`config.mk`:
```
export PLATFORM = sky130hd
export DESIGN_NAME = one_wire_temperature_master
export DESIGN_NICKNAME = d
export VERILOG_FILES = /design/src/sv/owt_pkg.sv /design/src/sv/one_wire_temperature_master.sv /design/src/sv/owt_cfg.sv /design/src/sv/owt_seq.sv
export SDC_FILE = /design/constraint.sdc
export NUM_CORES = 1
export LEC_CHECK = 0
export ABC_AREA = 1
export ABC_CLOCK_PERIOD_IN_PS = 5700
export CAP_MARGIN = 15
export CORE_MARGIN = 8
export CORE_UTILIZATION = 30
export DETAILED_ROUTE_END_ITERATION = 10
export DONT_BUFFER_PORTS = 1
export GPL_TIMING_DRIVEN = 1
export SYNTH_ARGS = -nofsm -noshare
export SYNTH_HDL_FRONTEND = slang
export SYNTH_HIERARCHICAL = 1
export SYNTH_SLANG_ARGS = --single-unit
```
`constraint.sdc`:
```
create_clock -name i_clk -period 5.7 [get_ports i_clk]
set_clock_uncertainty 0.15 [all_clocks]
set_input_delay 1.14 -clock i_clk [delete_from_list [all_inputs] [get_ports i_clk]]
set_output_delay 1.14 -clock i_clk [all_outputs]
set_load 0.02 [all_outputs]
```
`src/sv/owt_pkg.sv`:
```
// owt_pkg: shared types, codes and the command program of the one-wire
// temperature master. No dependencies; imported by every module of the block.
`timescale 1ns / 1ps
`default_nettype none

package owt_pkg;

    // Widths of the stream payloads and the configuration port
    localparam int InDataW  = 8;
    localparam int OutDataW = 24;
    localparam int CfgIdxW  = 3;
    localparam int CfgDataW = 12;
    localparam int PhaseW   = 5;
    localparam int TickW    = 12;

    // Program layout
    localparam logic [PhaseW-1:0] ProgLen      = 5'd17;
    localparam logic [PhaseW-1:0] ConfigFirst  = 5'd1;
    localparam logic [PhaseW-1:0] MeasureFirst = 5'd8;

    // Request codes carried in the action field
    localparam logic [1:0] ACT_TICK    = 2'd0;
    localparam logic [1:0] ACT_CONFIG  = 2'd1;
    localparam logic [1:0] ACT_MEASURE = 2'd2;

    // Configuration register indexes
    localparam logic [CfgIdxW-1:0] REG_RESET_LOW     = 3'd0;
    localparam logic [CfgIdxW-1:0] REG_SLOT_START    = 3'd1;
    localparam logic [CfgIdxW-1:0] REG_SAMPLE_DELAY  = 3'd2;
    localparam logic [CfgIdxW-1:0] REG_SLOT_HOLD     = 3'd3;
    localparam logic [CfgIdxW-1:0] REG_POLL_INTERVAL = 3'd4;
    localparam logic [CfgIdxW-1:0] REG_POLL_LIMIT    = 3'd5;
    localparam logic [CfgIdxW-1:0] REG_COMMAND_GAP   = 3'd6;

    // Bus command bytes
    localparam logic [7:0] CMD_SKIP_ROM    = 8'hCC;
    localparam logic [7:0] CMD_WRITE_PAD   = 8'h4E;
    localparam logic [7:0] CMD_CONVERT     = 8'h44;
    localparam logic [7:0] CMD_READ_PAD    = 8'hBE;
    localparam logic [7:0] PAD_HIGH_ALARM  = 8'h20;
    localparam logic [7:0] PAD_LOW_ALARM   = 8'h00;
    localparam logic [7:0] PAD_RESOLUTION  = 8'h7F;

    typedef enum logic [2:0] {
        K_NONE,
        K_RST,
        K_WR,
        K_RD,
        K_GAP
    } t_kind;

    typedef struct packed {
        t_kind      kind;
        logic [7:0] cmd;
        logic       last;
    } t_op;

    // Effective timing settings, zero timing values already raised to one, except the command gap
    typedef struct packed {
        logic [TickW-1:0] reset_low;
        logic [TickW-1:0] slot_start;
        logic [TickW-1:0] sample_delay;
        logic [TickW-1:0] slot_hold;
        logic [TickW-1:0] poll_interval;
        logic [3:0]       poll_limit;
        logic [TickW-1:0] command_gap;
    } t_cfg;

    // One result item
    typedef struct packed {
        logic        drive_low;
        logic        busy_res;
        logic        done_res;
        logic        presence_ok;
        logic [11:0] temperature;
        logic        sign_error;
    } t_result;

    // Command program: configure sequence, then measure sequence
    function automatic t_op prog_op(input logic [PhaseW-1:0] p);
        t_op op;
        op = '{kind: K_NONE, cmd: 8'h00, last: 1'b0};
        case (p)
            5'd1:  op = '{kind: K_RST, cmd: 8'h00,           last: 1'b0};
            5'd2:  op = '{kind: K_WR,  cmd: CMD_SKIP_ROM,    last: 1'b0};
            5'd3:  op = '{kind: K_WR,  cmd: CMD_WRITE_PAD,   last: 1'b0};
            5'd4:  op = '{kind: K_WR,  cmd: PAD_HIGH_ALARM,  last: 1'b0};
            5'd5:  op = '{kind: K_WR,  cmd: PAD_LOW_ALARM,   last: 1'b0};
            5'd6:  op = '{kind: K_WR,  cmd: PAD_RESOLUTION,  last: 1'b0};
            5'd7:  op = '{kind: K_RST, cmd: 8'h00,           last: 1'b1};
            5'd8:  op = '{kind: K_RST, cmd: 8'h00,           last: 1'b0};
            5'd9:  op = '{kind: K_GAP, cmd: 8'h00,           last: 1'b0};
            5'd10: op = '{kind: K_WR,  cmd: CMD_SKIP_ROM,    last: 1'b0};
            5'd11: op = '{kind: K_WR,  cmd: CMD_CONVERT,     last: 1'b0};
            5'd12: op = '{kind: K_RST, cmd: 8'h00,           last: 1'b0};
            5'd13: op = '{kind: K_GAP, cmd: 8'h00,           last: 1'b0};
            5'd14: op = '{kind: K_WR,  cmd: CMD_SKIP_ROM,    last: 1'b0};
            5'd15: op = '{kind: K_WR,  cmd: CMD_READ_PAD,    last: 1'b0};
            5'd16: op = '{kind: K_RD,  cmd: 8'h00,           last: 1'b1};
            default: op = '{kind: K_NONE, cmd: 8'h00, last: 1'b0};
        endcase
        return op;
    endfunction

endpackage

`default_nettype wire

```
`src/sv/one_wire_temperature_master.sv`:
```
// one_wire_temperature_master: top level with input and result registers.
// Depends on owt_pkg, owt_cfg and owt_seq.
`timescale 1ns / 1ps
`default_nettype none

// Each input request is one bus tick carrying a start action and the sampled bus
// level; each tick produces exactly one result (drive level, busy, done, presence,
// temperature, sign error). A tick is accepted every clock cycle while the result
// side keeps up; a result is registered: the tick sits in the input register, and
// the sequencer step loads the result register once that register is empty or
// being drained.
// A configure action runs a reset with presence check, writes skip ROM, write
// scratchpad, 0x20, 0x00, 0x7F and ends with a second reset. A measure action runs
// reset, gap, skip ROM, convert, reset, gap, skip ROM, read scratchpad and reads two
// bytes; the result is the 12-bit magnitude, or zero with sign_error when the high
// nibble of the upper byte is set. Starts are ignored while busy. Write the timing
// registers only while no sequence is running.
module one_wire_temperature_master
    import owt_pkg::*;
(
    input  wire logic                i_clk,
    input  wire logic                i_rst_n,
    // tdata: [1:0] action, [2] line_sample
    input  wire logic                i_s_axis_tvalid,
    output logic                     o_s_axis_tready,
    input  wire logic [InDataW-1:0]  i_s_axis_tdata,
    // tdata: [0] drive_low, [1] busy_res, [2] done_res, [3] presence_ok,
    //        [15:4] temperature, [16] sign_error
    output logic                     o_m_axis_tvalid,
    input  wire logic                i_m_axis_tready,
    output logic [OutDataW-1:0]      o_m_axis_tdata,
    input  wire logic                i_cfg_valid,
    output logic                     o_cfg_ready,
    input  wire logic [CfgIdxW-1:0]  i_cfg_index,
    input  wire logic [CfgDataW-1:0] i_cfg_data
);

    logic       r_in_valid;
    logic [1:0] r_action;
    logic       r_line;
    logic       r_out_valid;
    t_result    r_out;
    t_result    step_res;
    t_cfg       cfg;
    logic       step;

    assign o_cfg_ready = 1'b1;

    owt_cfg u_cfg (
        .i_clk      (i_clk),
        .i_rst_n    (i_rst_n),
        .i_wr_en    (i_cfg_valid),
        .i_wr_index (i_cfg_index),
        .i_wr_data  (i_cfg_data),
        .o_cfg      (cfg)
    );

    // Run a tick when it is held and the result register can take its result
    assign step            = r_in_valid && (!r_out_valid || i_m_axis_tready);
    assign o_s_axis_tready = !r_in_valid || step;

    owt_seq u_seq (
        .i_clk    (i_clk),
        .i_rst_n  (i_rst_n),
        .i_step   (step),
        .i_action (r_action),
        .i_line   (r_line),
        .i_cfg    (cfg),
        .o_result (step_res)
    );

    // Hold the incoming request
    always_ff @(posedge i_clk) begin
        if (!i_rst_n) begin
            r_in_valid <= 1'b0;
        end else if (o_s_axis_tready) begin
            r_in_valid <= i_s_axis_tvalid;
        end
    end

    always_ff @(posedge i_clk) begin
        if (o_s_axis_tready && i_s_axis_tvalid) begin
            r_action <= i_s_axis_tdata[1:0];
            r_line   <= i_s_axis_tdata[2];
        end
    end

    // Hold the result until taken
    always_ff @(posedge i_clk) begin
        if (!i_rst_n) begin
            r_out_valid <= 1'b0;
        end else if (step) begin
            r_out_valid <= 1'b1;
        end else if (i_m_axis_tready) begin
            r_out_valid <= 1'b0;
        end
    end

    always_ff @(posedge i_clk) begin
        if (step) begin
            r_out <= step_res;
        end
    end

    assign o_m_axis_tvalid = r_out_valid;
    assign o_m_axis_tdata  = {7'd0, r_out.sign_error, r_out.temperature, r_out.presence_ok,
                              r_out.done_res, r_out.busy_res, r_out.drive_low};

    // A finishing tick is always part of a running sequence
    a_done_busy: assert property (@(posedge i_clk) disable iff (!i_rst_n)
        r_out_valid && r_out.done_res |-> r_out.busy_res)
        else $error("done without busy");

    // The bus is only pulled low while a sequence runs
    a_drive_busy: assert property (@(posedge i_clk) disable iff (!i_rst_n)
        r_out_valid && r_out.drive_low |-> r_out.busy_res)
        else $error("drive outside a sequence");

    // A held request that cannot step stays held
    a_in_hold: assert property (@(posedge i_clk) disable iff (!i_rst_n)
        r_in_valid && !step |=> r_in_valid)
        else $error("held request lost");

    // A result is only loaded into an empty or draining result register
    a_no_overwrite: assert property (@(posedge i_clk) disable iff (!i_rst_n)
        r_out_valid && !i_m_axis_tready |-> !step)
        else $error("result overwritten");

endmodule

`default_nettype wire

```
`src/sv/owt_cfg.sv`:
```
// owt_cfg: configuration register file of the one-wire temperature master.
// Depends on owt_pkg; presents effective timing settings as a t_cfg struct.
`timescale 1ns / 1ps
`default_nettype none

module owt_cfg
    import owt_pkg::*;
(
    input  wire logic                i_clk,
    input  wire logic                i_rst_n,
    input  wire logic                i_wr_en,
    input  wire logic [CfgIdxW-1:0]  i_wr_index,
    input  wire logic [CfgDataW-1:0] i_wr_data,
    output t_cfg                     o_cfg
);

    logic [9:0]  r_reset_low;
    logic [3:0]  r_slot_start;
    logic [5:0]  r_sample_delay;
    logic [7:0]  r_slot_hold;
    logic [11:0] r_poll_interval;
    logic [3:0]  r_poll_limit;
    logic [11:0] r_command_gap;

    // Load one register per request; unknown indexes drop the write
    always_ff @(posedge i_clk) begin
        if (!i_rst_n) begin
            r_reset_low     <= 10'd500;
            r_slot_start    <= 4'd1;
            r_sample_delay  <= 6'd10;
            r_slot_hold     <= 8'd60;
            r_poll_interval <= 12'd1000;
            r_poll_limit    <= 4'd5;
            r_command_gap   <= 12'd1000;
        end else if (i_wr_en) begin
            case (i_wr_index)
                REG_RESET_LOW:     r_reset_low     <= i_wr_data[9:0];
                REG_SLOT_START:    r_slot_start    <= i_wr_data[3:0];
                REG_SAMPLE_DELAY:  r_sample_delay  <= i_wr_data[5:0];
                REG_SLOT_HOLD:     r_slot_hold     <= i_wr_data[7:0];
                REG_POLL_INTERVAL: r_poll_interval <= i_wr_data[11:0];
                REG_POLL_LIMIT:    r_poll_limit    <= i_wr_data[3:0];
                REG_COMMAND_GAP:   r_command_gap   <= i_wr_data[11:0];
                default: ;
            endcase
        end
    end

    // Raise zero timing values to one; the gap keeps zero as "skip"
    always_comb begin
        o_cfg.reset_low     = (r_reset_low == '0) ? 12'd1 : 12'(r_reset_low);
        o_cfg.slot_start    = (r_slot_start == '0) ? 12'd1 : 12'(r_slot_start);
        o_cfg.sample_delay  = (r_sample_delay == '0) ? 12'd1 : 12'(r_sample_delay);
        o_cfg.slot_hold     = (r_slot_hold == '0) ? 12'd1 : 12'(r_slot_hold);
        o_cfg.poll_interval = (r_poll_interval == '0) ? 12'd1 : r_poll_interval;
        o_cfg.poll_limit    = r_poll_limit;
        o_cfg.command_gap   = r_command_gap;
    end

endmodule

`default_nettype wire

```
`src/sv/owt_seq.sv`:
```
// owt_seq: bus sequencer of the one-wire temperature master; one tick per step.
// Depends on owt_pkg; holds all sequence state and computes the tick's result.
`timescale 1ns / 1ps
`default_nettype none

module owt_seq
    import owt_pkg::*;
(
    input  wire logic       i_clk,
    input  wire logic       i_rst_n,
    input  wire logic       i_step,
    input  wire logic [1:0] i_action,
    input  wire logic       i_line,
    input  wire t_cfg       i_cfg,
    output t_result         o_result
);

    typedef enum logic [3:0] {
        ST_IDLE,
        ST_RLOW,
        ST_RPOLL,
        ST_RWAIT,
        ST_WLOW,
        ST_WBIT,
        ST_WREC,
        ST_DLOW,
        ST_DWAIT,
        ST_DHOLD,
        ST_GAP
    } t_stage;

    typedef struct packed {
        logic [PhaseW-1:0] phase;
        t_stage            stage;
        logic [TickW-1:0]  tick;
        logic [2:0]        bit_idx;
        logic              byte_idx;
        logic [7:0]        shift;
        logic [3:0]        poll;
        logic [7:0]        low_byte;
        logic [11:0]       temp;
        logic              presence;
        logic              sign;
    } t_seq_st;

    t_seq_st r_st, n_st;

    // Start program step p, skipping a gap step when the gap is zero
    function automatic t_seq_st enter_op(input t_seq_st s_in, input logic [PhaseW-1:0] p,
                                         input logic gap_zero);
        t_seq_st           s;
        t_op               op;
        logic [PhaseW-1:0] pe;
        s  = s_in;
        pe = p;
        op = prog_op(p);
        if (op.kind == K_GAP && gap_zero) begin
            pe = p + 5'd1;
            op = prog_op(pe);
        end
        s.phase    = pe;
        s.tick     = '0;
        s.bit_idx  = '0;
        s.byte_idx = 1'b0;
        s.poll     = '0;
        case (op.kind)
            K_RST: s.stage = ST_RLOW;
            K_WR: begin
                s.stage = ST_WLOW;
                s.shift = op.cmd;
            end
            K_RD: begin
                s.stage = ST_DLOW;
                s.shift = '0;
            end
            K_GAP: s.stage = ST_GAP;
            default: begin
                s.phase = '0;
                s.stage = ST_IDLE;
            end
        endcase
        return s;
    endfunction

    t_seq_st          s;
    logic             drive, busy, done, fin, gap_zero;
    logic [TickW-1:0] tick_inc;

    // Advance the sequence by one tick
    always_comb begin
        s        = r_st;
        drive    = 1'b0;
        busy     = 1'b0;
        done     = 1'b0;
        fin      = 1'b0;
        gap_zero = (i_cfg.command_gap == '0);

        // Take a start request only while idle
        if (s.phase == '0 || s.phase >= ProgLen) begin
            s.phase = '0;
            s.stage = ST_IDLE;
            if (i_action == ACT_CONFIG) begin
                s = enter_op(s, ConfigFirst, gap_zero);
            end else if (i_action == ACT_MEASURE) begin
                s = enter_op(s, MeasureFirst, gap_zero);
            end
        end

        tick_inc = s.tick + 12'd1;

        if (s.phase != '0) begin
            busy = 1'b1;
            case (s.stage)
                ST_RLOW: begin
                    drive  = 1'b1;
                    s.tick = tick_inc;
                    if (tick_inc >= i_cfg.reset_low) begin
                        s.stage = ST_RPOLL;
                        s.tick  = '0;
                    end
                end
                ST_RPOLL: begin
                    if (!i_line) begin
                        s.presence = 1'b1;
                        fin        = 1'b1;
                    end else if (s.poll >= i_cfg.poll_limit) begin
                        s.presence = 1'b0;
                        fin        = 1'b1;
                    end else begin
                        s.poll  = s.poll + 4'd1;
                        s.tick  = '0;
                        s.stage = (i_cfg.poll_interval <= 12'd1) ? ST_RPOLL : ST_RWAIT;
                    end
                end
                ST_RWAIT: begin
                    s.tick = tick_inc;
                    if ({1'b0, tick_inc} + 13'd1 >= {1'b0, i_cfg.poll_interval}) begin
                        s.stage = ST_RPOLL;
                        s.tick  = '0;
                    end
                end
                ST_GAP: begin
                    s.tick = tick_inc;
                    if (tick_inc >= i_cfg.command_gap) begin
                        fin = 1'b1;
                    end
                end
                ST_WLOW: begin
                    drive  = 1'b1;
                    s.tick = tick_inc;
                    if (tick_inc >= i_cfg.slot_start) begin
                        s.stage = ST_WBIT;
                        s.tick  = '0;
                    end
                end
                ST_WBIT: begin
                    drive  = ~s.shift[0];
                    s.tick = tick_inc;
                    if (tick_inc >= i_cfg.slot_hold) begin
                        s.stage = ST_WREC;
                        s.tick  = '0;
                    end
                end
                ST_WREC: begin
                    s.shift = {1'b0, s.shift[7:1]};
                    if (s.bit_idx == 3'd7) begin
                        fin = 1'b1;
                    end else begin
                        s.bit_idx = s.bit_idx + 3'd1;
                        s.stage   = ST_WLOW;
                        s.tick    = '0;
                    end
                end
                ST_DLOW: begin
                    drive  = 1'b1;
                    s.tick = tick_inc;
                    if (tick_inc >= i_cfg.slot_start) begin
                        s.stage = ST_DWAIT;
                        s.tick  = '0;
                    end
                end
                ST_DWAIT: begin
                    s.tick = tick_inc;
                    if (tick_inc >= i_cfg.sample_delay) begin
                        s.shift = {i_line, s.shift[7:1]};
                        s.stage = ST_DHOLD;
                        s.tick  = '0;
                    end
                end
                ST_DHOLD: begin
                    s.tick = tick_inc;
                    if (tick_inc >= i_cfg.slot_hold) begin
                        s.tick  = '0;
                        s.stage = ST_DLOW;
                        if (s.bit_idx != 3'd7) begin
                            s.bit_idx = s.bit_idx + 3'd1;
                        end else if (!s.byte_idx) begin
                            s.low_byte = s.shift;
                            s.byte_idx = 1'b1;
                            s.bit_idx  = '0;
                            s.shift    = '0;
                        end else begin
                            // Upper nibble of the high byte set: flag and clear
                            if (s.shift[7:4] != 4'h0) begin
                                s.temp = '0;
                                s.sign = 1'b1;
                            end else begin
                                s.temp = {s.shift[3:0], s.low_byte};
                                s.sign = 1'b0;
                            end
                            fin = 1'b1;
                        end
                    end
                end
                default: begin
                    s.phase = '0;
                    s.stage = ST_IDLE;
                end
            endcase

            // Close the step: finish the sequence or move to the next step
            if (fin) begin
                if (prog_op(s.phase).last) begin
                    done    = 1'b1;
                    s.phase = '0;
                    s.stage = ST_IDLE;
                end else begin
                    s = enter_op(s, s.phase + 5'd1, gap_zero);
                end
            end
        end

        n_st = i_step ? s : r_st;

        o_result.drive_low   = drive;
        o_result.busy_res    = busy;
        o_result.done_res    = done;
        o_result.presence_ok = s.presence;
        o_result.temperature = s.temp;
        o_result.sign_error  = s.sign;
    end

    // Hold sequence state
    always_ff @(posedge i_clk) begin
        if (!i_rst_n) begin
            r_st <= '{phase: '0, stage: ST_IDLE, tick: '0, bit_idx: '0, byte_idx: 1'b0,
                      shift: '0, poll: '0, low_byte: '0, temp: '0, presence: 1'b0,
                      sign: 1'b0};
        end else begin
            r_st <= n_st;
        end
    end

endmodule

`default_nettype wire
```
### Yosys cells after proc, flatten, opt, wreduce, memory -nomap -nowiden

Memories as Yosys holds them, arrays and structs flattened.
Index checks and enable logic that the tools add are counted.

| cells by class | value |
|---|---|
| $add $sub $neg | 6 |
| order comparisons | 9 |
| equality and inequality tests | 35 |
| muxes and demuxes | 98 |
| bitwise operators | 1 |
| reduce and logical (&&, ||, !) cells | 34 |

Operators with widths:

| operator | count |
|---|---|
| $mux W59 | 5 |
| $mux W12 | 23 |
| $mux W16 | 8 |
| $pmux W12 S10 | 1 |
| $mux W20 | 3 |
| $mux W50 | 1 |
| $pmux W4 S4 | 3 |
| $pmux W8 S2 | 3 |
| $pmux W4 S10 | 1 |
| $eq A3 B3 Y1 const B | 10 |
| $mux W28 | 1 |
| $mux W1 | 25 |
| $eq A3 B2 Y1 const B | 8 |
| $logic_not A12 Y1 | 2 |
| $mux W8 | 3 |
| $pmux W8 S3 | 1 |
| $mux W4 | 5 |
| $mux W5 | 4 |
| $mux W19 | 1 |
| $mux W9 | 2 |
| $eq A4 B3 Y1 const B | 4 |
| $reduce_and A2 Y1 | 8 |
| $add A12 B1 Y13 const B | 1 |
| $ge A13 B12 Y1 | 1 |
| 42 further kinds | 59 |

| word-level totals | value |
|---|---|
| register bits | 137 |
| bits in read-only memories | 1152 |
| input bits | 28 |
| output and inout bits | 27 |
| word-level logic and storage cells | 214 |
| memories | 3 |

Memory list:

| name | depth | width | read ports | clocked after Yosys merged registers in | wr ports | RTL line | text |
|---|---|---|---|---|---|---|---|
| (name not given) | 32 | 12 | 1 | 0 | 0 | owt_pkg.sv:83 | `case (p)` |
| (name not given) | 32 | 12 | 1 | 0 | 0 | owt_pkg.sv:83 |  |
| (name not given) | 32 | 12 | 1 | 0 | 0 | owt_pkg.sv:83 |  |

### Depth between registers and ports, before layout

| depth | value |
|---|---|
| depth in word-level cells | 38 |
| depth in mapped cells | 34 |
| gate-level depth less buffers | 33 |

### Hierarchy

Netlist, hierarchy kept.

Modules (own cells, without submodules):

| module | times used | cells each | area an instance (um2) | seq. area each (um2) |
|---|---|---|---|---|
| owt_seq | 1 | 1129 | 7194.4 | 1181.1 |
| owt_cfg | 1 | 394 | 2606.2 | 1121.1 |
| one_wire_temperature_master | 1 | 43 | 763.2 | 640.6 |

### Worst setup path before layout

Ideal clock, no wire load.

| timing path | value |
|---|---|
| path kind | register to register |
| from | register r_action[0] |
| to | register u_seq/r_st[43] in the netlist's numbering |
| library setup time | 0.070 ns |
| data arrival time | 4.298 ns |
| required time | 5.480 ns |
| path slack | 1.182 ns |
| cell stages (with the launch flop) | 31 |
| path buffers | 2 |
| clock period less this slack | 4.518 ns |
| cell sequence | edfxtp_1 > ha_1 > o21ai_2 > buf_6 > nand2_1 > inv_1 > ha_1 > inv_1 > nor2_1 > nand3_1 > xor2_1 > inv_1 > nor2_2 > nand2_1 > nor2_1 > xor2_1 > ha_1 > nand2_1 > nor2_1 > a2111oi_0 > o31ai_1 > nand3_1 > nand2_1 > a21oi_1 > nand3_2 > nand3_2 > buf_6 > nand3_1 > nand2_1 > nand2_1 > a21oi_1 |

| on the way | value |
|---|---|
| cells in the longest elaborated chain, start to end | 14 |
| elaborated cells on any way between the ends | 56 |
| classes of those cells | add/sub (2); order compare (7); eq/ne (14); mux (30); reduce/logical (2); memory (1) |

RTL lines:

| element | RTL line | text |
|---|---|---|
| start: declaration | one_wire_temperature_master.sv:39 | `logic [1:0] r_action;` |
| start signal: assignment | one_wire_temperature_master.sv:83 | `r_action <= i_s_axis_tdata[1:0];` |
| $eq A2 B2 Y1 | owt_seq.sv:104 | `end else if (i_action == ACT_MEASURE) begin` |
| $mux W59 | owt_seq.sv:104 |  |
| $mux W59 * | owt_seq.sv:102 | `if (i_action == ACT_CONFIG) begin` |
| $mux W59 * | owt_seq.sv:99 | `if (s.phase == '0 \|\| s.phase >= ProgLen) begin` |
| parallel branches: the longest is 9 deep, another holds $add A12 B1 Y13 | -- |  |
| $mux W59 * | owt_seq.sv:111 | `if (s.phase != '0) begin` |
| end signal: assignment | owt_seq.sv:246 | `r_st <= '{phase: '0, stage: ST_IDLE, tick: '0, bit_idx: '0, byte_idx: 1'b0,` |
| end signal: assignment | owt_seq.sv:250 | `r_st <= n_st;` |
| end: declaration | owt_seq.sv:46 | `t_seq_st r_st, n_st;` |

Mark *: on every way between the ends. The select of a mux whose other input is x is not followed.
A chain may end at the register's enable or synchronous reset.

### Worst setup path in the final report

| timing path | value |
|---|---|
| from | register r_action[0] |
| to | register u_seq/r_st[45] in the netlist's numbering |

Same word-level chain as after synthesis.

==> reports/metrics.cfg <==
[status]
status=finished, final reports clean

[power]
vdd_drop_max_uv=172
p_per_area_mw_per_mm2=231
power.total_mw=2.61
p_leak_nw=5.47

[clock_tree]
clkSinkCount=137
hold_buffers=0
cts_root_buffer=clkbuf_16
clk_pin_slew_ps=60
cts_inserted_buffers=17
h-tree-depth=4
clk_latency_ps=430
postCtsSetupRepairBufs=0
clockBufferDepth=2
cts_tree=built

[global_routing]
grt-ovfl-total=0
grt_max_degree=89
grt_pass1_vias=9135
track_usage_pct=13.6
antenna_found_initial=0
grt_pass1_wl_um=46300

[worst_setup_path]
crit_path_end_kind=flip-flop
rr_startpoint=r_action[0]
slowest_delay_ps=430
reg2reg_to=u_seq/r_st[45]
cp.depth=29
crit_fanout=8
crit_top_cell=nand2_1
crit_arrival_ps=5380
rrSetupSlack_ps=530
required_ps=5920
startpoint_type=flip-flop
critPathBufInv=5
crit_slowest_cell=edfxtp_1
crit_type=reg -> reg
critPathTopFamily=simple AND/OR/NAND/NOR gates
r2r_cells=29

[worst_hold_path]
min_to=u_cfg/r_poll_limit[2]
hold_class=reg -> reg
holdPathStages=2
hp-start=u_cfg/r_poll_limit[2]

[synthesis]
ys_warn_count=6
async_reset_ff_share_pct=0
synthFlopType=dfxtp_1
ys_ff_latch=137
synth_area_per_cell_um2=6.75
synth.distinct_cells=57
synth-edff-count=20
netlist_area_mm2=0.0106
syn_inst=1566
ys_seq_area_share_pct=27.9

[detailed_routing]
ant_nets=0
via_per_inst=4.78
wl_per_cell_um=14.1
vias=9439
drtPass1Iterations=5
post-route-drc-count=0
wl_um=27900
drt_iter0_drc=654

[sta]
fmax_ghz=0.194
worst_slew_pin_slew_ps=1070
drv_slew=0
tns_ps=0
worst_slack_ps=532
post-route-period-util_pct=90.7
grt_setup_unrepaired=no
finalHoldViolations=0
min_period_ps=5170
max-slew-margin-rel_pct=28.6
setup_viol=0

[final_layout]
syn2layout_area_growth_pct=6.95
nNetsFinal=1630
final_cells=1975
layout-drive-gt1-share_pct=8.82
fillers=3695
n_antenna_cell=0
final_area_mm2=0.0113
final_cell_mix=nand2_1 (331), inv_1 (230), nor2_1 (153)
layout_commonest_cell=nand2_1

[place]
dp.final_hpwl_um=20600
io_buffers=0
place_inst=1942
pre_cts_ws_ps=444
gp_congestion=0.861
dpl-instance-area_mm2=0.0107

[floorplanning]
core-area_mm2=0.0346
fp.dieH_um=204
start_util_pct=30.5
die-width_um=204
rows=68
pin_count=55
dieArea_mm2=0.0415

[flow_run]
max-cap-violations=0

[what timing repair did]
action,CTS,global route
endpoints found under the setup margin,0,11
resized for setup,0,2
endpoints found under the hold margin,0,0
[routing by layer]
metal / part of all wire, % / GRT usage [%] / vias up
li1: - / - / 4838
met1: 47 / 17.3 / 4342
met2: 46 / 22.7 / 216
met3: 4.6 / 2.32 / 43
met4: 2.2 / 5.02 / 0
met5: 0 / 0 / -
[how the worst max path moves through the flow]
stage,start,end,slack (ps)
final,r_action[0],u_seq/r_st[45],530
after global routing,r_action[0],u_seq/r_st[39],5
after detailed placement,r_action[0],u_seq/r_st[42],440
after CTS,r_action[0],u_seq/r_st[40],410
after floorplan,r_action[0],u_seq/r_st[43],1180
after global placement,r_action[0],u_seq/r_st[43],550
[tightest hold or removal path, stage by stage (launching register included)]
cell and delay, ps:
dfxtp_1 330, nand2_1 50, nand3_1 50
[kinds of logic (layout without fill, tap and decap cells)]
logic type	count (synthesis)	after routing	share of synthesized area, %
and+or+nand+nor	690	690	30.0
other	3	28	0.107
AOI/OAI and AO/OA	262	262	14.4
buffers and inverters	361	290	14.9
adders and majority gates	95	95	11.3
DFF	137	137	27.9
xor gates and xnor gates	18	18	1.49
[through the flow]
stage               util [%]  hold WS [ps]
floorplan                  -           279
global placement        30.8           295
detailed placement      30.8           301
CTS                     32.6           316
global route            32.6           332
finish                  32.6           308
[state kept, by name (all words and copies together) (netlist names)]
register and count:
u_seq/r_st 59, o_m_axis_tdata 17, u_cfg/r_command_gap 12, u_cfg/r_poll_interval 12, u_cfg/r_reset_low 10, u_cfg/r_slot_hold 8
u_cfg/r_sample_delay 6, u_cfg/r_poll_limit 4, u_cfg/r_slot_start 4, r_action 2, o_m_axis_tvalid 1, r_in_valid 1
r_line 1
[cells in the mapped netlist (2+ instances only)]
| library cell | number | area share, % |
|---|---|---|
| o211ai_1 | 8 | 0.57 |
| nor3_1 | 17 | 0.81 |
| o31ai_1 | 2 | 0.14 |
| a21boi_0 | 4 | 0.28 |
| nand2_4 | 11 | 1.2 |
| nand2_1 | 331 | 12 |
| xor2_1 | 14 | 1.2 |
| nor2_4 | 8 | 0.85 |
| inv_1 | 230 | 8.2 |
| or2_1 | 2 | 0.12 |
| ha_1 | 95 | 11 |
| buf_6 | 4 | 0.43 |
| nand3_1 | 102 | 4.8 |
| a21oi_1 | 109 | 5.2 |
| o21ai_1 | 6 | 0.28 |
| a31oi_1 | 3 | 0.18 |
| buf_2 | 6 | 0.28 |
| a21oi_2 | 2 | 0.17 |
| nor2_2 | 10 | 0.59 |
| xnor2_1 | 4 | 0.33 |
| nand3_2 | 11 | 1.0 |
| clkbuf_1 | 58 | 2.1 |
| a21o_1 | 5 | 0.36 |
| inv_2 | 11 | 0.39 |
| o41ai_1 | 2 | 0.17 |
| dfxtp_1 | 117 | 22 |
| a22oi_1 | 6 | 0.43 |
| nor2_1 | 153 | 5.4 |
| nor4_1 | 7 | 0.41 |
| o21ai_0 | 73 | 3.5 |
| edfxtp_1 | 20 | 5.7 |
| o21ai_2 | 3 | 0.25 |
| o22ai_1 | 8 | 0.47 |
| buf_4 | 49 | 3.5 |
| o21a_1 | 8 | 0.57 |
| a211oi_1 | 7 | 0.50 |
| nand2_2 | 17 | 1.0 |
| o21bai_1 | 3 | 0.21 |
| conb_1 | 3 | 0.11 |
| nand4_2 | 3 | 0.36 |
| a32oi_1 | 8 | 0.66 |
| nand4_1 | 11 | 0.65 |
[where the power goes]
group / total [mW] / internal [mW] / switching, mW
combinational: 0.399 / 0.129 / 0.270
sequential: 1.06 / 1.02 / 0.0339
clock: 1.16 / 0.662 / 0.494
[area by class of cell]
| cell class | instances | area [µm²] | share of cell area (%) |
|---|---|---|---|
| Clock inverter | 15 | 178 | 1.57 |
| Sequential cell | 137 | 2940 | 26.0 |
| Tap cell | 455 | 569 | 5.04 |
| Timing Repair Buffer | 15 | 113 | 0.997 |
| Clock buffer | 17 | 425 | 3.77 |
| Inverter | 243 | 913 | 8.08 |
| Multi-Input combinational cell | 1093 | 6160 | 54.5 |
Power figures use the tool's default switching activity.
